`config.mk`:
```
export PLATFORM = sky130hd
export DESIGN_NAME = ring_buffer_offset_lookup_unit
export DESIGN_NICKNAME = d
export VERILOG_FILES = /design/src/rtl/core/rbol_pkg.sv /design/src/rtl/core/ring_buffer_offset_lookup_unit.sv /design/src/rtl/core/rbol_ram.sv /design/src/rtl/core/rbol_seq.sv /design/src/rtl/core/rbol_dp.sv
export SDC_FILE = /design/constraint.sdc
export NUM_CORES = 1
export LEC_CHECK = 0
export BUFFER_PORTS_ARGS = -buffer_cell sky130_fd_sc_hd__buf_2
export CORE_UTILIZATION = 35
export DETAILED_ROUTE_END_ITERATION = 16
export PLACE_DENSITY_LB_ADDON = 0.2
export SLEW_MARGIN = 25
export SYNTH_ARGS = -nofsm -noshare
export SYNTH_HDL_FRONTEND = slang
export SYNTH_SLANG_ARGS = --single-unit
```
`constraint.sdc`:
```
create_clock -name clock -period 13.6 [get_ports clock]
set_clock_uncertainty 0.15 [all_clocks]
set_input_delay 1.36 -clock clock [delete_from_list [all_inputs] [get_ports clock]]
set_output_delay 1.36 -clock clock [all_outputs]
set_load 0.03 [all_outputs]
```
`src/rtl/core/rbol_pkg.sv`:
```
`default_nettype none

package rbol_pkg;

   // Field widths of one request and one result.
   localparam int unsigned TAG_W = 32;
   localparam int unsigned LEN_W = 16;
   localparam int unsigned POS_W = 20;

   // Request tdata: new_tag, new_length, char_position from the lowest bit up.
   localparam int unsigned REQ_TAG_LSB   = 0;
   localparam int unsigned REQ_LEN_LSB   = REQ_TAG_LSB + TAG_W;
   localparam int unsigned REQ_POS_LSB   = REQ_LEN_LSB + LEN_W;
   localparam int unsigned REQ_USED_W    = REQ_POS_LSB + POS_W;
   localparam int unsigned REQ_TDATA_W   = ((REQ_USED_W + 7) / 8) * 8;

   // Result tdata: hit, found_tag, byte_in_entry, evicted, evicted_tag.
   localparam int unsigned RSP_USED_W    = 1 + TAG_W + LEN_W + 1 + TAG_W;
   localparam int unsigned RSP_TDATA_W   = ((RSP_USED_W + 7) / 8) * 8;
   localparam int unsigned RSP_PAD_W     = RSP_TDATA_W - RSP_USED_W;

   // One stored entry: length above tag.
   localparam int unsigned ENTRY_W = TAG_W + LEN_W;

   typedef logic [2:0] step_type;

   localparam step_type STEP_IDLE  = 3'd0;
   localparam step_type STEP_ADD0  = 3'd1;
   localparam step_type STEP_ADD1  = 3'd2;
   localparam step_type STEP_FIND0 = 3'd3;
   localparam step_type STEP_FIND1 = 3'd4;
   localparam step_type STEP_EMIT  = 3'd5;

   typedef enum logic [2:0] {
      JMP_NEXT,
      JMP_ALWAYS,
      JMP_WAIT_REQ,
      JMP_IF_EMPTY,
      JMP_WALK,
      JMP_WAIT_RSP
   } jump_type;

   typedef struct packed {
      logic     accept;
      logic     rd_rp;
      logic     rd_walk;
      logic     add_commit;
      logic     find_init;
      logic     find_step;
      logic     emit;
      jump_type jump;
      step_type target;
   } ctrl_word_type;

   typedef struct packed {
      logic req_fire;
      logic find_mode;
      logic ring_empty;
      logic walk_stop;
      logic rsp_free;
   } seq_status_type;

   // The microprogram. Each step drives the datapath and names how to branch.
   function automatic ctrl_word_type program_word(input step_type step);
      ctrl_word_type word;
      word = '0;
      unique case (step)
         STEP_IDLE: begin
            word.accept = 1'b1;
            word.jump   = JMP_WAIT_REQ;
            word.target = STEP_FIND0;
         end
         STEP_ADD0: begin
            word.rd_rp  = 1'b1;
            word.jump   = JMP_NEXT;
         end
         STEP_ADD1: begin
            word.add_commit = 1'b1;
            word.jump       = JMP_ALWAYS;
            word.target     = STEP_EMIT;
         end
         STEP_FIND0: begin
            word.rd_rp     = 1'b1;
            word.find_init = 1'b1;
            word.jump      = JMP_IF_EMPTY;
            word.target    = STEP_EMIT;
         end
         STEP_FIND1: begin
            word.rd_walk   = 1'b1;
            word.find_step = 1'b1;
            word.jump      = JMP_WALK;
            word.target    = STEP_EMIT;
         end
         STEP_EMIT: begin
            word.emit   = 1'b1;
            word.jump   = JMP_WAIT_RSP;
            word.target = STEP_IDLE;
         end
         default: begin
            word.jump   = JMP_ALWAYS;
            word.target = STEP_IDLE;
         end
      endcase
      return word;
   endfunction

endpackage

`default_nettype wire

```
`src/rtl/core/ring_buffer_offset_lookup_unit.sv`:
```
// Overwriting ring of SLOTS entries, each an opaque 32-bit tag with a 16-bit
// byte length, with lookup by character offset. A request with tuser low adds
// an entry; when the ring is already full the oldest entry is dropped first and
// its tag comes back as evicted_tag. A request with tuser high finds the entry
// that holds char_position within the concatenation of all stored entries,
// oldest first, and returns its tag and the byte position inside it, or a miss
// when the offset lies at or beyond the end of the stored data. Zero-length
// entries never match. Every request gives exactly one response. An add reads
// the oldest entry, writes the new one and then loads its response into the
// output register. A find reads the oldest entry and walks the stored entries,
// oldest first, until the covering entry is reached or the stored data runs
// out, then loads its response into the output register. The walk covers at
// most SLOTS entries, and none on an empty ring; it reads the single read port
// of the entry memory once per cycle. The block works on one request at a
// time, driven by a small microprogram. A response waiting in the output
// register does not block acceptance of the next request, but the response of
// that next request waits in its final step until the register is free. Reset
// empties the ring at once; no clearing pass is needed.

`default_nettype none

module ring_buffer_offset_lookup_unit #(
   parameter int unsigned SLOTS = 16
) (
   input  wire logic                             clock,
   input  wire logic                             reset,
   input  wire logic                             req_tvalid,
   output      logic                             req_tready,
   // Fields from bit 0 up: new_tag[31:0], new_length[47:32],
   // char_position[67:48], zero fill [71:68].
   input  wire logic [rbol_pkg::REQ_TDATA_W-1:0] req_tdata,
   // Fields: mode (0 = add entry, 1 = find entry).
   input  wire logic                             req_tuser,
   output      logic                             rsp_tvalid,
   input  wire logic                             rsp_tready,
   // Fields from bit 0 up: hit[0], found_tag[32:1], byte_in_entry[48:33],
   // evicted[49], evicted_tag[81:50], zero fill [87:82].
   output      logic [rbol_pkg::RSP_TDATA_W-1:0] rsp_tdata
);

   rbol_pkg::ctrl_word_type  cw;
   rbol_pkg::seq_status_type status;
   logic                     req_fire;

   // The microprogram opens the request port only in its idle step.
   assign req_tready = cw.accept;
   assign req_fire   = req_tvalid && cw.accept;

   rbol_seq u_seq (
      .clock  (clock),
      .reset  (reset),
      .status (status),
      .cw     (cw)
   );

   rbol_dp #(
      .SLOTS (SLOTS)
   ) u_dp (
      .clock      (clock),
      .reset      (reset),
      .cw         (cw),
      .status     (status),
      .req_fire   (req_fire),
      .req_tdata  (req_tdata),
      .req_tuser  (req_tuser),
      .rsp_tvalid (rsp_tvalid),
      .rsp_tready (rsp_tready),
      .rsp_tdata  (rsp_tdata)
   );

endmodule

`default_nettype wire

```
`src/rtl/core/rbol_ram.sv`:
```
`default_nettype none

module rbol_ram #(
   parameter int unsigned WIDTH = 48,
   parameter int unsigned DEPTH = 16
) (
   input  wire logic                     clock,
   input  wire logic                     wr_en,
   input  wire logic [$clog2(DEPTH)-1:0] wr_addr,
   input  wire logic [WIDTH-1:0]         wr_data,
   input  wire logic                     rd_en,
   input  wire logic [$clog2(DEPTH)-1:0] rd_addr,
   output      logic [WIDTH-1:0]         rd_data
);

   logic [WIDTH-1:0] mem_ff [DEPTH];
   logic [WIDTH-1:0] rd_data_ff;

   always_ff @(posedge clock) begin
      if (wr_en) begin
         mem_ff[wr_addr] <= wr_data;
      end
      if (rd_en) begin
         rd_data_ff <= mem_ff[rd_addr];
      end
   end

   assign rd_data = rd_data_ff;

endmodule

`default_nettype wire

```
`src/rtl/core/rbol_seq.sv`:
```
`default_nettype none

module rbol_seq (
   input  wire logic                     clock,
   input  wire logic                     reset,
   input  wire rbol_pkg::seq_status_type status,
   output      rbol_pkg::ctrl_word_type  cw
);

   rbol_pkg::step_type step_ff;
   rbol_pkg::step_type step_in;

   always_ff @(posedge clock) begin
      if (reset) begin
         step_ff <= rbol_pkg::STEP_IDLE;
      end else begin
         step_ff <= step_in;
      end
   end

   always_comb begin
      cw      = rbol_pkg::program_word(step_ff);
      step_in = step_ff;
      unique case (cw.jump)
         rbol_pkg::JMP_NEXT: begin
            step_in = step_ff + 3'd1;
         end
         rbol_pkg::JMP_ALWAYS: begin
            step_in = cw.target;
         end
         rbol_pkg::JMP_WAIT_REQ: begin
            // An add falls through to the next step, a find branches.
            if (status.req_fire) begin
               step_in = status.find_mode ? cw.target : step_ff + 3'd1;
            end
         end
         rbol_pkg::JMP_IF_EMPTY: begin
            step_in = status.ring_empty ? cw.target : step_ff + 3'd1;
         end
         rbol_pkg::JMP_WALK: begin
            if (status.walk_stop) begin
               step_in = cw.target;
            end
         end
         rbol_pkg::JMP_WAIT_RSP: begin
            if (status.rsp_free) begin
               step_in = cw.target;
            end
         end
         default: begin
            step_in = rbol_pkg::STEP_IDLE;
         end
      endcase
   end

endmodule

`default_nettype wire

```
`src/rtl/core/rbol_dp.sv`:
```
`default_nettype none

module rbol_dp #(
   parameter int unsigned SLOTS = 16
) (
   input  wire logic                               clock,
   input  wire logic                               reset,
   input  wire rbol_pkg::ctrl_word_type            cw,
   output      rbol_pkg::seq_status_type           status,
   input  wire logic                               req_fire,
   input  wire logic [rbol_pkg::REQ_TDATA_W-1:0]   req_tdata,
   input  wire logic                               req_tuser,
   output      logic                               rsp_tvalid,
   input  wire logic                               rsp_tready,
   output      logic [rbol_pkg::RSP_TDATA_W-1:0]   rsp_tdata
);

   localparam int unsigned PW   = $clog2(SLOTS);
   localparam int unsigned CW   = $clog2(SLOTS + 1);
   localparam int unsigned EW   = rbol_pkg::LEN_W + CW;
   localparam int unsigned CMPW = (EW > rbol_pkg::POS_W) ? EW : rbol_pkg::POS_W;

   function automatic logic [PW-1:0] next_slot(input logic [PW-1:0] p);
      return (p == PW'(SLOTS - 1)) ? '0 : p + PW'(1);
   endfunction

   // Captured request fields.
   logic [rbol_pkg::TAG_W-1:0] new_tag_ff;
   logic [rbol_pkg::LEN_W-1:0] new_len_ff;
   logic [rbol_pkg::POS_W-1:0] pos_ff;

   // Ring state.
   logic [PW-1:0] wp_ff, wp_in;
   logic [PW-1:0] rp_ff, rp_in;
   logic          full_ff, full_in;

   // Walk state.
   logic [PW-1:0] wk_ff, wk_in;
   logic [CW-1:0] cnt_ff, cnt_in;
   logic [EW-1:0] end_ff, end_in;

   // Working result.
   logic                       hit_ff, hit_in;
   logic [rbol_pkg::TAG_W-1:0] found_ff, found_in;
   logic [rbol_pkg::LEN_W-1:0] byte_ff, byte_in;
   logic                       ev_ff, ev_in;
   logic [rbol_pkg::TAG_W-1:0] evtag_ff, evtag_in;

   // Output register.
   logic                             rsp_valid_ff, rsp_valid_in;
   logic [rbol_pkg::RSP_TDATA_W-1:0] rsp_data_ff, rsp_data_in;

   logic [rbol_pkg::ENTRY_W-1:0] rd_data;
   logic [rbol_pkg::TAG_W-1:0]   rd_tag;
   logic [rbol_pkg::LEN_W-1:0]   rd_len;
   logic [PW-1:0]                rd_addr;
   logic [CW-1:0]                count_now;
   logic [EW-1:0]                sum;
   logic [CMPW-1:0]              sum_ext, end_ext, pos_ext, diff;
   logic                         hit_now;
   logic                         rsp_free;

   assign rd_tag  = rd_data[rbol_pkg::TAG_W-1:0];
   assign rd_len  = rd_data[rbol_pkg::ENTRY_W-1:rbol_pkg::TAG_W];
   assign rd_addr = cw.rd_walk ? wk_ff : rp_ff;

   rbol_ram #(
      .WIDTH (rbol_pkg::ENTRY_W),
      .DEPTH (SLOTS)
   ) u_ram (
      .clock   (clock),
      .wr_en   (cw.add_commit),
      .wr_addr (wp_ff),
      .wr_data ({new_len_ff, new_tag_ff}),
      .rd_en   (cw.rd_rp | cw.rd_walk),
      .rd_addr (rd_addr),
      .rd_data (rd_data)
   );

   always_comb begin
      if (full_ff) begin
         count_now = CW'(SLOTS);
      end else if (wp_ff >= rp_ff) begin
         count_now = CW'(wp_ff) - CW'(rp_ff);
      end else begin
         count_now = CW'(SLOTS) - CW'(rp_ff) + CW'(wp_ff);
      end
   end

   assign sum     = end_ff + EW'(rd_len);
   assign sum_ext = CMPW'(sum);
   assign end_ext = CMPW'(end_ff);
   assign pos_ext = CMPW'(pos_ff);
   assign diff    = pos_ext - end_ext;
   assign hit_now = sum_ext > pos_ext;

   assign rsp_free = !rsp_valid_ff || rsp_tready;

   always_comb begin
      status.req_fire   = req_fire;
      status.find_mode  = req_tuser;
      status.ring_empty = (count_now == '0);
      status.walk_stop  = hit_now || (cnt_ff == CW'(1));
      status.rsp_free   = rsp_free;
   end

   always_comb begin
      wp_in        = wp_ff;
      rp_in        = rp_ff;
      full_in      = full_ff;
      wk_in        = wk_ff;
      cnt_in       = cnt_ff;
      end_in       = end_ff;
      hit_in       = hit_ff;
      found_in     = found_ff;
      byte_in      = byte_ff;
      ev_in        = ev_ff;
      evtag_in     = evtag_ff;
      rsp_valid_in = rsp_valid_ff && !rsp_tready;
      rsp_data_in  = rsp_data_ff;

      if (cw.add_commit) begin
         // The oldest entry was read out in the step before.
         hit_in   = 1'b0;
         found_in = '0;
         byte_in  = '0;
         ev_in    = full_ff;
         evtag_in = full_ff ? rd_tag : '0;
         rp_in    = full_ff ? next_slot(rp_ff) : rp_ff;
         wp_in    = next_slot(wp_ff);
         full_in  = (wp_in == rp_in);
      end

      if (cw.find_init) begin
         hit_in   = 1'b0;
         found_in = '0;
         byte_in  = '0;
         ev_in    = 1'b0;
         evtag_in = '0;
         end_in   = '0;
         cnt_in   = count_now;
         wk_in    = next_slot(rp_ff);
      end

      if (cw.find_step) begin
         end_in = sum;
         cnt_in = cnt_ff - CW'(1);
         wk_in  = next_slot(wk_ff);
         if (hit_now) begin
            hit_in   = 1'b1;
            found_in = rd_tag;
            byte_in  = diff[rbol_pkg::LEN_W-1:0];
         end
      end

      if (cw.emit && rsp_free) begin
         rsp_valid_in = 1'b1;
         rsp_data_in  = {{rbol_pkg::RSP_PAD_W{1'b0}}, evtag_ff, ev_ff, byte_ff, found_ff, hit_ff};
      end
   end

   always_ff @(posedge clock) begin
      if (reset) begin
         wp_ff        <= '0;
         rp_ff        <= '0;
         full_ff      <= 1'b0;
         rsp_valid_ff <= 1'b0;
      end else begin
         wp_ff        <= wp_in;
         rp_ff        <= rp_in;
         full_ff      <= full_in;
         rsp_valid_ff <= rsp_valid_in;
      end
   end

   always_ff @(posedge clock) begin
      if (req_fire) begin
         new_tag_ff <= req_tdata[rbol_pkg::REQ_TAG_LSB +: rbol_pkg::TAG_W];
         new_len_ff <= req_tdata[rbol_pkg::REQ_LEN_LSB +: rbol_pkg::LEN_W];
         pos_ff     <= req_tdata[rbol_pkg::REQ_POS_LSB +: rbol_pkg::POS_W];
      end
      wk_ff       <= wk_in;
      cnt_ff      <= cnt_in;
      end_ff      <= end_in;
      hit_ff      <= hit_in;
      found_ff    <= found_in;
      byte_ff     <= byte_in;
      ev_ff       <= ev_in;
      evtag_ff    <= evtag_in;
      rsp_data_ff <= rsp_data_in;
   end

   assign rsp_tvalid = rsp_valid_ff;
   assign rsp_tdata  = rsp_data_ff;

endmodule

`default_nettype wire

```
==> results.tsv, run 1 <==
stage	metric	value	unit
global_route	GRT Residual Overflow	0	
route	wire length per cell	23.46	um
route	Initial DRC Count	1549	
power	combinational power share	19.4	%
run	Max Cap Violations	0	
power	PD cells	188.1	nW/um^2
power	Psw	2.631	mW
layout	most frequent cells in the layout	996 x edfxtp_1, 198 x nand2_1, 192 x mux4_2	
route	# DRC	0	
global_route	initial antenna violation count	8	
global_route	largest net degree at the start of global routing	109	
clock_tree	cts bufs inserted	112	
timing	Achievable Freq	0.1718	GHz
critical_path	critical path class	reg2reg	
clock_tree	CTS H-tree lvls	3	
die	Die Area	123100	um^2
critical_path	most frequent CP cell	a21oi_1	
clock_tree	latest clock arrival within the worst-skew pair	0.69	ns
die	Core ar.	120300	um^2
die	Initial Util	35.41	%
logic_synthesis	Yosys reg bits	1091	
power	total power	9.282	mW
logic_synthesis	share of the synthesized area in the top cell type	70.22	%
timing	setup violators final	0	
layout	Area growth, synth to finish	15.86	%
layout	share of layout cells above drive strength 1	22.82	%
logic_synthesis	top cells by area, synth	edfxtp_1 70%, mux4_2 10%, dfxtp_1 4.5%, ha_1 2.0%, nand2_1 1.7%	
die	num rows	127	
critical_path	Data required, critical path	14.04	ns
logic_synthesis	Top FF cell, synth	edfxtp_1	
power	power share of the clock group	33.4	%
logic_synthesis	Synth Area per Inst	18.33	um^2
power	Peak VDD IR	0.1261	mV
route	drt total wl	99.71	mm
critical_path	Crit path depth	16	
die	I/O pins	167	
timing	measured slew at the worst slew-check pin	1.055	ns
layout	most common cell after layout, fill and taps aside	edfxtp_1	
clock_tree	hold bufs inserted after CTS	0	
logic_synthesis	Post-synth EDFFs	996	
power	sequential power share	47.2	%
layout	final core occ	41.03	%
timing	min Tclk post-route	5.821	ns
logic_synthesis	Yosys warnings	0	
logic_synthesis	Synth Instances	2324	
global_route	first-pass GRT wire length	145.6	mm
critical_path	Worst path max stage delay	0.73	ns
power	Internal Pwr Total	6.651	mW
clock_tree	CTS sink cnt	1091	
critical_path	CP max FO	49	
timing	RSZ-0062 raised after global routing	no	
clock_tree	Clock Pin Slew Worst Setup and Hold Paths	0.06	ns
logic_synthesis	synth unique cells	71	
timing	Hold Fails Final Rpt	0	
clock_tree	clock buffer depth	3	
critical_path	crit path DAT	6.27	ns
layout	Filler cells	10734	
logic_synthesis	Cell Area, Synth	42590	um^2
critical_path	Critical Path, Cell by Cell	ha_1, a21o_1, a21oi_1, a21oi_1, o31a_1, a211oi_1, a21oi_1, xnor2_1, ha_1, nand4_1, or4_1, nor4_1, nor3_1, o31ai_4, buf_4, mux2i_1	
die	Die Y	350.9	um
critical_path	cells on worst reg2reg path	16	
layout	Multi-input gate area	10150	um^2
placed_design	Final HPWL DP	52.55	mm
placed_design	Placer Congestion	0.7736	
route	Vias	21335	
worst_hold_path	hold depth	0	
global_route	all-layer global routing usage	16.21	%
timing	Final WS setup	7.779	ns
timing	Max Slew Vio Count	0	
timing	Final Cycle Share	42.80	%
placed_design	pre-CTS setup slack	7.742	ns
power	Switching Share	28.34	%
clock_tree	post-CTS sizing	0	
global_route	number of global-route vias before repair	22028	
clock_tree	TritonCTS clock tree	done	
clock_tree	Post CTS Setup Buffer Count	0	
power	Static Leak	17.13	nW
critical_path	Worst Path Buf+Inv	1	
route	post-route ant nets	0	
critical_path	CP Capture Type	flop	
critical_path	slowest cell on the critical path	buf_4	
layout	Nets	2688	
timing	Slew headroom	29.70	%
timing	setup_tns	0	ns
layout	register area	31810	um^2
route	First-pass DRT Iterations	5	
logic_synthesis	ys async rst share	0	%
logic_synthesis	sequential element share of the synthesized area	74.68	%
route	vias per cell	5.020	
die	Die X-Extent	350.9	um
worst_hold_path	worst hold path class	reg2reg	
critical_path	Worst Setup Start Kind	flop	
placed_design	IO Port Bufs	156	
clock_tree	Root Driver	clkbuf_16	
run_status	status	finished clean	
layout	Antenna Cells	0	
logic_synthesis	Synth area leader	edfxtp_1	
critical_path	CP top delay family	compound AO/OA/AOI/OAI gates	
## area by class of cell
class | count | area share, %
flip-flops and latches | 1091 | 64.46
multi-input cells | 1035 | 20.57
clock inverters | 67 | 1.199
well taps | 1612 | 4.087
inverters | 95 | 0.7226
clock buffers | 145 | 6.422
repair buffers | 205 | 2.540
## worst paths after layout
| path | start | endpoint | slack, ns |
|---|---|---|---|
| worst max-delay path | u_dp.end_ext[1]$_SDFFCE_PN0P_ | u_dp.found_ff[23]$_DFF_P_ | 7.78 |
| worst min-delay path | u_dp.found_ff[9]$_DFF_P_ | u_dp.rsp_tdata[10]$_DFFE_PP_ | 0.28 |
| worst max register to register | u_dp.end_ext[1]$_SDFFCE_PN0P_ | u_dp.found_ff[23]$_DFF_P_ | 7.78 |
| worst min register to register | u_dp.found_ff[9]$_DFF_P_ | u_dp.rsp_tdata[10]$_DFFE_PP_ | 0.28 |
## cell usage after synthesis (all sizes together), types with 3 or more instances
master / count
o31a: 3
and2: 65
nor2: 55
o21ai: 22
a21boi: 3
a2111oi: 6
a211oi: 59
and3: 7
o21bai: 3
ha: 68
a21o: 16
mux4: 192
nand3b: 4
nor2b: 7
xnor2: 21
nand4: 3
nand3: 14
a31oi: 53
clkbuf: 67
inv: 95
a22o: 32
fa: 3
dfxtp: 95
nand2b: 12
xor2: 19
mux2i: 57
buf: 41
nor3: 12
edfxtp: 996
a21oi: 44
or2: 3
nand2: 198
or3: 7
o21a: 6
## stage by stage
stage / hold WS (ns) / cells / instance area [um^2]
CTS: 0.2797 / 4246 / 49250
detailed placement: 0.2646 / 4034 / 45490
global placement: 0.2640 / 4033 / 45470
floorplan: 0.2581 / 2329 / 42610
finish: 0.2792 / 4250 / 49350
global route: 0.2832 / 4250 / 49350
## worst register-to-register path, stage by stage (launching register included)
cell and delay (ns):
edfxtp_1 0.47, ha_1 0.33, a21o_1 0.16, a21oi_1 0.21
a21oi_1 0.18, o31a_1 0.39, a211oi_1 0.39, a21oi_1 0.26
xnor2_1 0.20, ha_1 0.31, nand4_1 0.16, or4_1 0.62
nor4_1 0.36, nor3_1 0.19, o31ai_4 0.26, buf_4 0.73
mux2i_1 0.37
## power by group through the flow
stage | combinational (mW) | clock, mW | sequential, mW
after floorplan | 1.26 | 0 | 4.40
after global placement | 1.80 | 0 | 4.43
after detailed placement | 1.82 | 0 | 4.46
after CTS | 1.83 | 3.18 | 4.39
after global routing | 1.99 | 3.30 | 4.42
final | 1.80 | 3.10 | 4.39
## kinds of logic after synthesis
logic type | after synthesis | synth area share (%)
compound gates | 271 | 4.518
buf+inv | 203 | 1.968
xor+xnor | 40 | 0.8225
simple gates | 397 | 4.342
mux | 250 | 11.52
fa+ha+maj | 71 | 2.139
other cells | 1 | 0.008804
flops | 1091 | 74.68
## state kept, by name (all words and copies together) (netlist names)
signal,flops
u_dp.u_ram.mem_ff,768
u_dp.rsp_tdata,82
u_dp.u_ram.rd_data,48
u_dp.evtag_ff,32
u_dp.found_ff,32
u_dp.new_tag_ff,32
u_dp.end_ext,21
u_dp.pos_ff,20
u_dp.byte_ff,16
u_dp.new_len_ff,16
u_dp.cnt_ff,5
u_dp.rp_ff,4
u_dp.wk_ff,4
u_dp.wp_ff,4
u_seq.step_ff,3
u_dp.ev_ff,1
u_dp.full_ff,1
u_dp.hit_ff,1
u_dp.rsp_tvalid,1
## per-layer routing
| layer | up-vias | share of wire, % | global-route usage [%] |
|---|---|---|---|
| met5 | - | 0.038 | 0 |
| met4 | 6 | 2.2 | 4.750 |
| met1 | 11085 | 45 | 22.30 |
| li1 | 9604 | - | - |
| met3 | 141 | 4.8 | 2.792 |
| met2 | 499 | 48 | 26.33 |
(Power assumes the default switching activity.)
==> run 2, diff against run 1 <==
- ABC_AREA: not set -> 1
- clock period: 13.6 -> 4.9 ns (I/O delays scaled with it)
==> run 2 against run 1 <==
  * Cell count increased by 27%
  * Sequential share of layout area decreased by 2.6 points
  * Via count increased by 28%
  * Synthesized cell count increased by 49%
  * Die area increased by 3.2%
  * Hold slack got worse by 0.13 ns
  * Global-route usage increased by 1.1 points
  * Worst setup slack got worse by 7.2 ns
  * Synthesized area increased by 3.2%
  * Core utilization increased by 0.38 points
  * Sequential power increased to 2.9 times the previous value
  * Critical path type unchanged
  * Largest cell class unchanged
  * Largest power group unchanged
  * Highest routed layer unchanged
==> results.tsv, run 2 <==
stage	metric	value	unit	change
critical_path	CP Capture Type	flop		unchanged
logic_synthesis	Yosys warnings	0		unchanged
logic_synthesis	Synth Instances	3467		was 2,324
layout	most frequent cells in the layout	996 x edfxtp_1, 442 x a21oi_1, 410 x o21ai_0		was 996 x edfxtp_1, 198 x nand2_1, 192 x mux4_2
layout	most common cell after layout, fill and taps aside	edfxtp_1		unchanged
placed_design	pre-CTS setup slack	0.5368	ns	was 7.742 ns
logic_synthesis	Synth area leader	edfxtp_1		unchanged
critical_path	most frequent CP cell	nand2_1		was a21oi_1
die	Die Y	356.4	um	was 350.9 um
layout	Nets	3815		was 2,688
timing	setup violators final	0		unchanged
power	total power	30.03	mW	was 9.282 mW
timing	WHS	0.1472	ns	was 0.2792 ns
logic_synthesis	synth unique cells	39		was 71
timing	min Tclk post-route	4.357	ns	was 5.821 ns
clock_tree	latest clock arrival within the worst-skew pair	0.70	ns	was 0.69 ns
power	Peak VDD IR	0.3251	mV	was 0.1261 mV
route	Met1 Wirelength	52.71	mm	was 44.73 mm
logic_synthesis	Post-synth top cells	996 x edfxtp_1, 443 x a21oi_1, 412 x o21ai_0		was 996 x edfxtp_1, 198 x nand2_1, 192 x mux4_2
clock_tree	clock buffer depth	3		unchanged
run	Max Cap Violations	0		unchanged
global_route	GRT Residual Overflow	0		unchanged
placed_design	IO Port Bufs	156		unchanged
global_route	largest net degree at the start of global routing	148		was 109
layout	share of layout cells above drive strength 1	11.43	%	was 22.82%
critical_path	Worst Setup Start Kind	flop		unchanged
critical_path	Worst path max stage delay	0.42	ns	was 0.73 ns
layout	post-route cell area	51400	um^2	was 49,350 um^2
route	Initial DRC Count	2184		was 1,549
timing	Final WS setup	0.5426	ns	was 7.779 ns
timing	RSZ-0062 raised after global routing	no		unchanged
die	I/O pins	167		unchanged
global_route	first-pass GRT wire length	166.2	mm	was 145.6 mm
route	Top Layer Used	met5		unchanged
logic_synthesis	top cells by area, synth	edfxtp_1 68%, a21oi_1 5.0%, o21ai_0 4.7%, dfxtp_1 4.3%, nand2_1 2.2%		was edfxtp_1 70%, mux4_2 10%, dfxtp_1 4.5%, ha_1 2.0%, nand2_1 1.7%
logic_synthesis	Post-synth EDFFs	996		unchanged
worst_hold_path	worst hold path class	in2reg		was reg2reg
logic_synthesis	Yosys reg bits	1091		unchanged
layout	Antenna Cells	0		unchanged
clock_tree	cts bufs inserted	111		was 112
placed_design	placed cell area	46970	um^2	was 45,490 um^2
layout	Filler cells	11549		was 10,734
timing	Max Slew Vio Count	0		unchanged
route	DR WL met2	51.18	mm	was 47.95 mm
layout	Area growth, synth to finish	16.93	%	was 15.86%
global_route	initial antenna violation count	2		was 8
clock_tree	Root Driver	clkbuf_16		unchanged
critical_path	critical path class	reg2reg		unchanged
critical_path	slowest cell on the critical path	edfxtp_1		was buf_4
global_route	all-layer global routing usage	17.34	%	was 16.21%
route	First-pass DRT Iterations	7		was 5
layout	final core occ	41.41	%	was 41.03%
route	Vias	27312		was 21,335
logic_synthesis	ys async rst share	0	%	unchanged
timing	Slew headroom	31.43	%	was 29.70%
route	post-route ant nets	0		unchanged
global_route	number of global-route vias before repair	25900		was 22,028
route	vias per cell	5.058		was 5.020
timing	measured slew at the worst slew-check pin	1.026	ns	was 1.055 ns
clock_tree	Post CTS Setup Buffer Count	0		unchanged
die	Core ar.	124100	um^2	was 120,300 um^2
clock_tree	Clock Pin Slew Worst Setup and Hold Paths	0.06	ns	about the same
route	wire length per cell	20.80	um	was 23.46 um
placed_design	Placer Congestion	0.8089		was 0.7736
logic_synthesis	Synth Area per Inst	12.68	um^2	was 18.33 um^2
route	# DRC	0		unchanged
power	Static Leak	17.91	nW	was 17.13 nW
logic_synthesis	sequential element share of the synthesized area	72.37	%	was 74.68%
critical_path	crit path DAT	4.83	ns	was 6.27 ns
die	num rows	129		was 127
critical_path	CP max FO	69		was 49
clock_tree	CTS sink cnt	1091		unchanged
route	Met3 Wirelength	6.171	mm	was 4.824 mm
timing	Achievable Freq	0.2295	GHz	was 0.1718 GHz
placed_design	Final HPWL DP	60.85	mm	was 52.55 mm
timing	setup_tns	0	ns	unchanged
logic_synthesis	Top FF cell, synth	edfxtp_1		unchanged
clock_tree	TritonCTS clock tree	done		unchanged
critical_path	Data required, critical path	5.37	ns	was 14.04 ns
die	Initial Util	35.41	%	about the same
clock_tree	CTS H-tree lvls	3		unchanged
layout	Most flops, register	u_dp.u_ram.mem_ff		unchanged
die	Die Area	127000	um^2	was 123,100 um^2
logic_synthesis	top-count cell post-synth	edfxtp_1		unchanged
run_status	status	finished clean		unchanged
placed_design	placed insts	5120		was 4,034
route	drt total wl	112.3	mm	was 99.71 mm
layout	Final Non-Filler Cells	5400		was 4,250
timing	Hold Fails Final Rpt	0		unchanged
timing	Final Cycle Share	88.93	%	was 42.80%
logic_synthesis	Cell Area, Synth	43960	um^2	was 42,590 um^2
power	PD cells	584.2	nW/um^2	was 188.1 nW/um^2
layout	number of flip-flops under the largest register name	768		unchanged
logic_synthesis	share of the synthesized area in the top cell type	68.04	%	was 70.22%
die	Die X-Extent	356.4	um	was 350.9 um
[run 2: cell types whose count changed in the layout (fill, tap and decap cells not counted), moves of 57 or more]
cell	delta
a21oi_1	+398
inv_1	+151
o21ai_0	+390
nand2_1	+57
nor3_1	+98
nand3_1	+63
dlygate4sd3_1	+71
a211oi_1	-59
mux4_2	-192
o21ai_1	+188
nor2_1	+120
and2_1	-63
o221ai_1	+95
[run 2: logic make-up after synthesis]
group,count (synthesis),share of synthesized area (%)
adders and majority gates,71,2.072
xor gates and xnor gates,37,0.7372
other,1,0.008531
buffers and inverters,473,4.634
AOI/OAI and AO/OA,1162,14.17
and+or+nand+nor,632,6.012
DFF,1091,72.37
[run 2: area by class of cell]
| class | count | area [um^2] | area share [%] |
|---|---|---|---|
| clock buffer | 160 | 3188 | 6.203 |
| clock inverter | 49 | 533.0 | 1.037 |
| inverter | 249 | 934.6 | 1.818 |
| multi-input combinational | 1908 | 10320 | 20.09 |
| sequential | 1091 | 31810 | 61.89 |
| tap | 1637 | 2048 | 3.985 |
| timing repair buffer | 306 | 2560 | 4.981 |
[run 2: critical path, delay by kind of cell, from the launching register on]
| family | cells | cell delay, ns |
|---|---|---|
| AOI/OAI and AO/OA | 7 | 1.09 |
| xor gates and xnor gates | 1 | 0.21 |
| adders and majority gates | 3 | 0.70 |
| buffers and inverters | 4 | 0.52 |
| DFF | 1 | 0.42 |
| and+or+nand+nor | 11 | 1.13 |
[run 2: worst paths after layout]
path,from,end,slack [ns],cells after the start
max,u_dp.end_ext[0]$_SDFFCE_PN0P_,u_dp.found_ff[17]$_DFF_P_,0.54,26
min reg2reg,u_dp.evtag_ff[12]$_SDFFE_PP0P_,u_dp.rsp_tdata[62]$_DFFE_PP_,0.28,0
min,req_tuser,u_seq.step_ff[2]$_SDFFE_PP0P_,0.15,6
max reg2reg,u_dp.end_ext[0]$_SDFFCE_PN0P_,u_dp.found_ff[17]$_DFF_P_,0.54,26
[run 2: where the power goes]
part,leakage [nW],internal (mW),switching [mW]
sequential,9.85,11.8,0.760
combinational,6.24,2.81,6.08
clock,1.82,5.00,3.57
total,17.9,19.6,10.4
[run 2: repair_timing]
item | in CTS | in global routing
gates resized for setup | 0 | 0
hold buffers | 71 | 0
endpoints found under the hold margin | 73 | 0
[run 2: routing by layer]
layer	vias up	global-route usage, %
met5	-	0
met4	2	4.798
met3	146	2.798
met2	698	27.18
met1	13301	24.84
li1	13165	-
==> run 3, diff against run 2 <==
- CELL_PAD_IN_SITES_DETAIL_PLACEMENT: not set -> 1
- CELL_PAD_IN_SITES_GLOBAL_PLACEMENT: not set -> 2
==> run 3 against run 2 <==
  * Register-to-register slack better by 0.08 ns
  * Critical path depth down 2
  * Sequential share of layout area up 0.44 points
  * Cell count down 0.24%
  * Largest power group unchanged
  * Critical endpoint is now u_dp.found_ff[15]$_DFF_P_
  * Sequential power about the same
  * Hold slack better by 0.039 ns
  * Highest routed layer is now met4
  * Routed wire length up 8.1%
  * Global-route usage up 1.7 points
  * Die area unchanged
  * Combinational power up 1%
==> results.tsv, run 3 (synthesis gave the netlist of run 2 again) <==
stage	metric	value	unit	change
global_route	GRT Residual Overflow	0		unchanged
timing	Hold Fails Final Rpt	0		unchanged
layout	post-route cell area	51030	um^2	was 51,400 um^2
route	post-route ant nets	0		unchanged
layout	Final Non-Filler Cells	5387		was 5,400
critical_path	Critical Path, Cell by Cell	ha_1, nand2_1, o21ai_0, a21oi_1, o21ai_0, inv_1, o21ai_0, xnor2_1, inv_1, ha_1, nand4_1, nor2_1, nand2_1, nand3_1, nand2_1, nand2_1, nand2_1, nand2_1, nand2_1, nand2_1, nand2_4, buf_12, nand3_1, o21ai_0		
power	PD cells	587.6	nW/um^2	was 584.2 nW/um^2
layout	share of layout cells above drive strength 1	10.83	%	was 11.43%
critical_path	Data required, critical path	5.34	ns	was 5.37 ns
timing	WHS	0.1859	ns	was 0.1472 ns
layout	final core occ	41.12	%	was 41.41%
clock_tree	CTS sink cnt	1091		unchanged
die	num rows	129		unchanged
critical_path	CP top delay family	simple AND/OR/NAND/NOR gates		unchanged
placed_design	placed cell area	46740	um^2	was 46,970 um^2
clock_tree	TritonCTS clock tree	done		unchanged
timing	Final Cycle Share	87.39	%	was 88.93%
global_route	first-pass GRT wire length	181.4	mm	was 166.2 mm
route	# DRC	0		unchanged
route	vias per cell	5.174		was 5.058
clock_tree	Clock Pin Slew Worst Setup and Hold Paths	0.06	ns	about the same
layout	number of flip-flops under the largest register name	768		unchanged
power	Peak VDD IR	0.6046	mV	was 0.3251 mV
clock_tree	latest clock arrival within the worst-skew pair	0.72	ns	was 0.70 ns
clock_tree	Post CTS Setup Buffer Count	0		unchanged
critical_path	CP Capture Type	flop		unchanged
critical_path	Worst path max stage delay	0.41	ns	was 0.42 ns
die	Core ar.	124100	um^2	unchanged
power	total power	29.99	mW	was 30.03 mW
run	Max Cap Violations	0		unchanged
global_route	all-layer global routing usage	19.04	%	was 17.34%
timing	setup_tns	0	ns	unchanged
run_status	status	finished clean		unchanged
layout	most common cell after layout, fill and taps aside	edfxtp_1		unchanged
clock_tree	clock buffer depth	3		unchanged
critical_path	CP max FO	46		was 69
timing	measured slew at the worst slew-check pin	1.142	ns	was 1.026 ns
placed_design	Final HPWL DP	67.90	mm	was 60.85 mm
layout	Most flops, register	u_dp.u_ram.mem_ff		unchanged
layout	Area growth, synth to finish	16.10	%	was 16.93%
route	First-pass DRT Iterations	6		was 7
die	I/O pins	167		unchanged
timing	Achievable Freq	0.2335	GHz	was 0.2295 GHz
clock_tree	cts bufs inserted	119		was 111
layout	register area	31810	um^2	unchanged
critical_path	crit path DAT	4.72	ns	was 4.83 ns
layout	Multi-input gate area	10330	um^2	was 10,320 um^2
timing	RSZ-0062 raised after global routing	no		unchanged
placed_design	placed insts	5111		was 5,120
critical_path	Worst Path Buf+Inv	3		was 4
global_route	number of global-route vias before repair	28259		was 25,900
clock_tree	Root Driver	clkbuf_16		unchanged
critical_path	most frequent CP cell	nand2_1		unchanged
layout	Filler cells	12833		was 11,549
global_route	initial antenna violation count	2		unchanged
die	Die Area	127000	um^2	unchanged
layout	most frequent cells in the layout	996 x edfxtp_1, 442 x a21oi_1, 410 x o21ai_0		unchanged
timing	Slew headroom	23.84	%	was 31.43%
worst_hold_path	worst hold path class	in2reg		unchanged
clock_tree	CTS H-tree lvls	3		unchanged
critical_path	critical path class	reg2reg		unchanged
route	Vias	27872		was 27,312
timing	Final WS setup	0.6181	ns	was 0.5426 ns
timing	setup violators final	0		unchanged
placed_design	Placer Congestion	0.7523		was 0.8089
power	Static Leak	17.74	nW	was 17.91 nW
placed_design	pre-CTS setup slack	0.4291	ns	was 0.5368 ns
route	Initial DRC Count	1951		was 2,184
critical_path	Worst Setup Start Kind	flop		unchanged
die	Initial Util	35.41	%	unchanged
die	Die X-Extent	356.4	um	unchanged
die	Die Y	356.4	um	unchanged
timing	min Tclk post-route	4.282	ns	was 4.357 ns
global_route	largest net degree at the start of global routing	187		was 148
route	wire length per cell	22.54	um	was 20.80 um
route	drt total wl	121.4	mm	was 112.3 mm
layout	Nets	3814		was 3,815
critical_path	slowest cell on the critical path	edfxtp_1		unchanged
placed_design	IO Port Bufs	156		unchanged
timing	Max Slew Vio Count	0		unchanged
-- run 3: cell count changes in the layout (fill, tap and decap cells not counted), sizes merged --
cell	delta
bufinv	-5
clkbuf	+1
diode	+1
clkinv	-1
buf	-9
-- run 3: metal layers --
| layer | up-vias | track usage, % | routed length (um) |
|---|---|---|---|
| li1 | 13150 | - | - |
| met1 | 14008 | 26.98 | 58050 |
| met2 | 537 | 30.44 | 55970 |
| met3 | 177 | 2.864 | 4548 |
| met4 | 0 | 5.021 | 2830 |
| met5 | - | 0 | 0 |
-- run 3: final cells by class --
| cell class | instances | area share [%] |
|---|---|---|
| Antenna cell | 1 | 0.004904 |
| Clock buffer | 161 | 6.370 |
| Clock inverter | 43 | 0.6350 |
| Inverter | 249 | 1.831 |
| Multi-Input combinational cell | 1908 | 20.25 |
| Sequential cell | 1091 | 62.33 |
| Tap cell | 1637 | 4.014 |
| Timing Repair Buffer | 297 | 4.565 |
-- run 3: path summary, 6_finish.rpt --
path | from | to | slack [ns] | depth (start not counted)
max reg2reg | u_dp.end_ext[2]$_SDFFCE_PN0P_ | u_dp.found_ff[15]$_DFF_P_ | 0.62 | 24
min | req_tuser | u_seq.step_ff[2]$_SDFFE_PP0P_ | 0.19 | 6
max | u_dp.end_ext[2]$_SDFFCE_PN0P_ | u_dp.found_ff[15]$_DFF_P_ | 0.62 | 24
min reg2reg | u_dp.byte_ff[6]$_DFF_P_ | u_dp.rsp_tdata[39]$_DFFE_PP_ | 0.28 | 0
-- run 3: worst min-delay path: cells and delay by family --
kind,cells,cell delay [ns]
AOI/OAI and AO/OA,2,0.16
and+or+nand+nor,1,0.07
buffers and inverters,3,0.29
-- run 3: timing repair --
action                                 in CTS  in global routing
endpoints found under the hold margin      73                  0
hold buffers                               71                  0
setup endpoints to repair                   0                  7
gates resized for setup                     0                  1
-- run 3: power breakdown --
| part | leakage [nW] | internal (mW) | total [mW] | switching, mW |
|---|---|---|---|---|
| Combinational | 6.15 | 2.73 | 8.99 | 6.27 |
| Sequential | 9.85 | 11.8 | 12.6 | 0.811 |
| Clock | 1.74 | 4.80 | 8.37 | 3.57 |
